--- src/design/kmi_pkg.sv ---
// Shared types and constants for the keyframe matrix interpolator.
// Used by kmi_ctrl, kmi_datapath, keyframe_matrix_interpolator and the testbench.
`default_nettype none
package kmi_pkg;

    // Operation codes of an input transaction
    localparam logic [1:0] OP_WR_ELEM  = 2'd0;
    localparam logic [1:0] OP_WR_DUR   = 2'd1;
    localparam logic [1:0] OP_Q_TIME   = 2'd2;
    localparam logic [1:0] OP_Q_PROP   = 2'd3;

    // Configuration register indexes
    localparam logic [1:0] CFG_STEP_COUNT = 2'd0;
    localparam logic [1:0] CFG_SPEED      = 2'd1;
    localparam logic [1:0] CFG_LEAD_IN    = 2'd2;

    localparam int ELEMENTS = 16;
    localparam int EIW      = 4;    // element index width
    localparam int DW       = 20;   // duration width
    localparam int CW       = 56;   // time position width, 1/65536 ms units
    localparam int NW       = 37;   // divider numerator width
    localparam int QW       = 17;   // proportion width, Q0.16 plus one
    localparam int DCW      = 5;    // divider step counter width
    localparam logic [QW-1:0]  P_ONE     = 17'h10000;
    localparam logic [EIW-1:0] ELEM_LAST = 4'd15;
    localparam logic [DCW-1:0] DIV_LAST  = 5'd16;

    // Controller to datapath commands
    typedef struct packed {
        logic mem_wr;
        logic load_query;
        logic cur_mul;
        logic cur_sub;
        logic sum_acc;
        logic cur_prop;
        logic seg_next;
        logic div_init;
        logic div_step;
        logic emit_rd;
        logic emit_mul;
        logic emit_out;
        logic emit_nf;
    } t_cmd;

    // Datapath to controller status
    typedef struct packed {
        logic pre_start;
        logic cnt_done;
        logic hit;
        logic dzero;
        logic div_last;
        logic last_elem;
        logic out_free;
        logic prop_over;
    } t_stat;

endpackage
`default_nettype wire

--- src/design/kmi_ctrl.sv ---
// Controller state machine of the keyframe matrix interpolator.
// Depends on kmi_pkg for the command, status and operation codes.
`default_nettype none
module kmi_ctrl (
    input  wire logic          i_clk,
    input  wire logic          i_rst_n,
    input  wire logic          i_valid,
    input  wire logic [1:0]    i_op,
    output logic               o_ready,
    input  wire kmi_pkg::t_stat i_stat,
    output kmi_pkg::t_cmd      o_cmd
);
    import kmi_pkg::*;

    typedef enum logic [12:0] {
        S_IDLE   = 13'b0000000000001,
        S_MULE   = 13'b0000000000010,
        S_SUBE   = 13'b0000000000100,
        S_SUMRD  = 13'b0000000001000,
        S_SUMACC = 13'b0000000010000,
        S_PMUL   = 13'b0000000100000,
        S_SRD    = 13'b0000001000000,
        S_SCHK   = 13'b0000010000000,
        S_DIV    = 13'b0000100000000,
        S_ERD    = 13'b0001000000000,
        S_EMUL   = 13'b0010000000000,
        S_EOUT   = 13'b0100000000000,
        S_NF     = 13'b1000000000000
    } t_state;

    t_state r_state, n_state;
    logic   acc;

    assign o_ready = (r_state == S_IDLE);
    assign acc     = o_ready && i_valid;

    // Decode next state and commands
    always_comb begin
        n_state = r_state;
        o_cmd   = '0;
        case (r_state)
            S_IDLE: begin
                if (acc) begin
                    if (i_op == OP_WR_ELEM || i_op == OP_WR_DUR) begin
                        o_cmd.mem_wr = 1'b1;
                    end else begin
                        o_cmd.load_query = 1'b1;
                        if (i_op == OP_Q_TIME) n_state = S_MULE;
                        else if (i_stat.prop_over) n_state = S_NF;
                        else n_state = S_SUMRD;
                    end
                end
            end
            S_MULE: begin
                o_cmd.cur_mul = 1'b1;
                n_state = S_SUBE;
            end
            S_SUBE: begin
                o_cmd.cur_sub = 1'b1;
                n_state = i_stat.pre_start ? S_ERD : S_SRD;
            end
            S_SUMRD: begin
                n_state = i_stat.cnt_done ? S_PMUL : S_SUMACC;
            end
            S_SUMACC: begin
                o_cmd.sum_acc = 1'b1;
                n_state = S_SUMRD;
            end
            S_PMUL: begin
                o_cmd.cur_prop = 1'b1;
                n_state = S_SRD;
            end
            S_SRD: begin
                n_state = i_stat.cnt_done ? S_NF : S_SCHK;
            end
            S_SCHK: begin
                if (i_stat.hit) begin
                    o_cmd.div_init = 1'b1;
                    n_state = i_stat.dzero ? S_ERD : S_DIV;
                end else begin
                    o_cmd.seg_next = 1'b1;
                    n_state = S_SRD;
                end
            end
            S_DIV: begin
                o_cmd.div_step = 1'b1;
                if (i_stat.div_last) n_state = S_ERD;
            end
            S_ERD: begin
                o_cmd.emit_rd = 1'b1;
                n_state = S_EMUL;
            end
            S_EMUL: begin
                o_cmd.emit_mul = 1'b1;
                n_state = S_EOUT;
            end
            S_EOUT: begin
                if (i_stat.out_free) begin
                    o_cmd.emit_out = 1'b1;
                    n_state = i_stat.last_elem ? S_IDLE : S_ERD;
                end
            end
            S_NF: begin
                if (i_stat.out_free) begin
                    o_cmd.emit_nf = 1'b1;
                    n_state = S_IDLE;
                end
            end
            default: n_state = S_IDLE;
        endcase
    end

    // Advance state
    always_ff @(posedge i_clk) begin
        if (!i_rst_n) r_state <= S_IDLE;
        else r_state <= n_state;
    end

endmodule
`default_nettype wire

--- config.mk ---
export PLATFORM = sky130hd
export DESIGN_NAME = kmi_ctrl
export DESIGN_NICKNAME = d
export VERILOG_FILES = /design/src/design/kmi_pkg.sv /design/src/design/kmi_ctrl.sv
export SDC_FILE = /design/constraint.sdc
export NUM_CORES = 1
export LEC_CHECK = 0
export BUFFER_PORTS_ARGS = -buffer_cell sky130_fd_sc_hd__buf_2
export CORE_UTILIZATION = 50
export CTS_CLUSTER_DIAMETER = 120
export CTS_CLUSTER_SIZE = 8
export DETAILED_ROUTE_END_ITERATION = 12
export MAX_ROUTING_LAYER = met4
export PLACE_DENSITY = 0.77
export SETUP_SLACK_MARGIN = 0.15
export SKIP_CTS_REPAIR_TIMING = 1
export SYNTH_ARGS = -nofsm -noshare
export SYNTH_HDL_FRONTEND = slang
export SYNTH_SLANG_ARGS = --single-unit
--- constraint.sdc ---
create_clock -name i_clk -period 2.76 [get_ports i_clk]
set_input_delay 0.414 -clock i_clk [delete_from_list [all_inputs] [get_ports i_clk]]
set_output_delay 0.414 -clock i_clk [all_outputs]
set_load 0.05 [all_outputs]
==> flow_metrics.py <==
metrics = {
    "yosys": {
        "syn_inst": 122,
        "synth_seq_area_share_pct": 27.12,
        "ys_async_sr_fraction_pct": 0,
        "synth-warning-count": 0,
        "syn-num-nets": 135,
        "synth_common_cells": "nor2_1 (18), dfxtp_1 (13), nor3_1 (9)",
        "yosysMostFrequentCell": "nor2_1",
        "synth-compound-area-share_pct": 14.08,
        "yosys.area_share.xor_xnor_pct": 3.651,
        "synthMuxAreaShare_pct": 1.043,
        "synth.distinct_cells": 45,
        "syn_area_sq_um": 959.7,
        "synth_flop_cell": "dfxtp_1",
        "synth_area_leaders": "dfxtp_1 (27%), nor2_1 (7.0%), nor3_1 (4.7%)",
        "synth-simple-area-share_pct": 48.63,
        "synth_edf_count": 0,
        "yosys_register_bits": 13,
        "syn_avg_cell_area_sq_um": 7.866,
        "yosysTopAreaCell": "dfxtp_1",
        "synth_top_family_by_area": "simple AND/OR/NAND/NOR gates",
        "synth_fa_ha_area_share_pct": 0,
        "synth.top_cell.area_share_pct": 27.12,
    },
    "cells_and_area": {
        "nets": 164,
        "diodes": 0,
        "largest_register_ffs": 13,
        "largest_register": "r_state",
        "fin_cells": 175,
        "multiInputGateArea_sq_um": 718.2,
        "area_delta_synth_final_pct": 30.25,
        "seqCellArea_sq_um": 260.3,
        "layout-drive-gt1-share_pct": 35.33,
        "final_area_sq_um": 1250,
        "fillers": 150,
        "top_regs": "r_state x13",
    },
    "sta": {
        "fin_ws_ns": 0.1613,
        "skew_ns": 0.002686,
        "hold_viol": 0,
        "fmax_ghz": 0.3848,
        "tightest_slew_ns": 0.7399,
        "rsz0062_at_grt": "yes",
        "maxSlewViolCount": 0,
        "slew_headroom_pct": 50.15,
        "tns_ns": 0,
        "finalCriticalPeriod_ns": 2.599,
        "setup_viol": 0,
        "fin_crit_sh_pct": 94.16,
    },
    "pwr": {
        "netSwitchingPower_w": 0.0003780,
        "comb_power_share_pct": 56.2,
        "vdd_drop_max_mv": 0.6364,
        "p_sw_share_pct": 46.38,
        "power.density_nw_per_um2": 652.1,
        "leakagePower_nw": 0.5234,
        "power_frac_seq_pct": 27.8,
        "p_int_w": 0.0004371,
        "clock_power_share_pct": 16.0,
    },
    "setup_path": {
        "crit_family": "simple AND/OR/NAND/NOR gates",
        "cp_num_buf_inv": 1,
        "crit_required_ns": 2.35,
        "crit_path_cell_trace": "nor4_4 -> nand3_2 -> or4_4 -> nor3b_2 -> buf_6",
        "regToRegSetupSlack_ns": 0.64,
        "slowest_delay_ns": 0.46,
        "arrival_ns": 2.18,
        "critPathMaxFanout": 6,
        "end_kind": "output pin",
        "crit_path_start_kind": "flip-flop",
        "path_class": "flip-flop to output pin",
        "cp_slowest_cell": "or4_4",
    },
    "grt": {
        "first_global_vias": 957,
        "grt_pass1_wl_um": 4098,
        "antenna_found_initial": 0,
        "grt_usage_pct": 28.93,
        "grt_max_degree": 15,
        "overflow": 0,
    },
    "route": {
        "drc": 0,
        "wl_per_cell_um": 16.65,
        "drt-total-wl_um": 2913,
        "viasPerCell": 6.371,
        "dr.pass1.iters": 4,
        "ant_nets": 0,
        "vias": 1115,
        "first_iter_violations": 28,
    },
    "cts": {
        "numCtsBuffers": 3,
        "clk_pin_slew_ns": 0.09,
        "htreeDepth": 1,
        "cts-root-buf": "clkbuf_4",
        "cts_tree": "built",
        "worstSkewPairLatency_ns": 0.30,
        "clk_path_buf_depth": 2,
        "clkSinkCount": 13,
    },
    "place": {
        "placedCellCount": 170,
        "dpl_cell_area_sq_um": 1127,
        "post-place-ws_ns": 0.3833,
        "io_buffers": 26,
        "routabilityCongestion": 0.9645,
        "dp_hpwl_um": 2013,
    },
    "floorplan": {
        "io_pins": 27,
        "die-area_sq_um": 2099,
        "die_x_um": 45.81,
        "start_util_pct": 54.40,
        "die_h_um": 45.81,
        "num_rows": 15,
        "core_area_sq_um": 1764,
    },
    "outcome": {
        "status": "completed",
    },
    "worst_hold_path": {
        "min_path_type": "input port to flip-flop",
    },
    "run": {
        "cap_violations": 0,
    },
}
[cells by family (layout without fill, tap and decap cells)]
kind of cell           Yosys count  count (layout)
buffers and inverters           10              38
multiplexers                     1               1
flip-flops                      13              13
XOR/XNOR                         4               4
AO/OA/AOI/OAI                   18              18
AND/OR/NAND/NOR                 76              76
[area by class of cell]
class | count | area share (%)
repair buffers | 30 | 15.82
flip-flops and latches | 13 | 20.82
well taps | 25 | 2.503
clock buffers | 3 | 1.802
multi-input cells | 99 | 57.46
clock inverters | 1 | 0.4004
inverters | 4 | 1.201
[path summary, 6_finish.rpt]
kind,startpoint,depth (start not counted),endpoint
hold / removal,i_stat[6],2,r_state[4]
setup reg to reg,r_state[8],5,r_state[9]
setup / recovery,r_state[7],5,o_cmd[2]
hold reg to reg,r_state[3],2,r_state[5]
[through the flow]
step / total power (W) / hold WS, ns / utilization [%]
2_1_floorplan: 0.0005437 / 0.4864 / -
3_3_place_gp: 0.0006358 / 0.5807 / 63.90
3_5_place_dp: 0.0006428 / 0.5884 / 63.90
4_1_cts: 0.0007702 / 0.3101 / 65.46
5_1_grt: 0.0008482 / 0.3199 / 70.85
6_report: 0.0008150 / 0.3091 / 70.85
[power groups by stage]
stage	sequential [W]	clock [W]	combinational (W)
finish	0.000227	0.000130	0.000458
global route	0.000229	0.000134	0.000485
CTS	0.000223	0.000127	0.000420
detailed placement	0.000228	0	0.000415
global placement	0.000226	0	0.000410
floorplan	0.000222	0	0.000322
[placed cells by master, fill, tap and decap left out, drive strengths merged, types with 3 or more instances in the layout]
master	synthesis	routed
nor2	18	18
or4	4	4
nand3b	4	4
nor3	9	9
clkbuf	3	6
nor3b	5	5
and3	3	3
buf	3	27
inv	4	4
nor2b	3	3
dfxtp	13	13
nand2	6	6
nor4	7	7
o21ai	4	4
xor2	3	3
nand3	4	4
[routing by layer]
layer	track usage (%)	part of all wire, %	vias to the layer above
met4	10.59	3.5	0
met2	44.29	49	52
met3	7.143	6.1	12
li1	-	-	512
met1	36.69	41	539
met5	-	0	-
(Power assumes the default switching activity.)
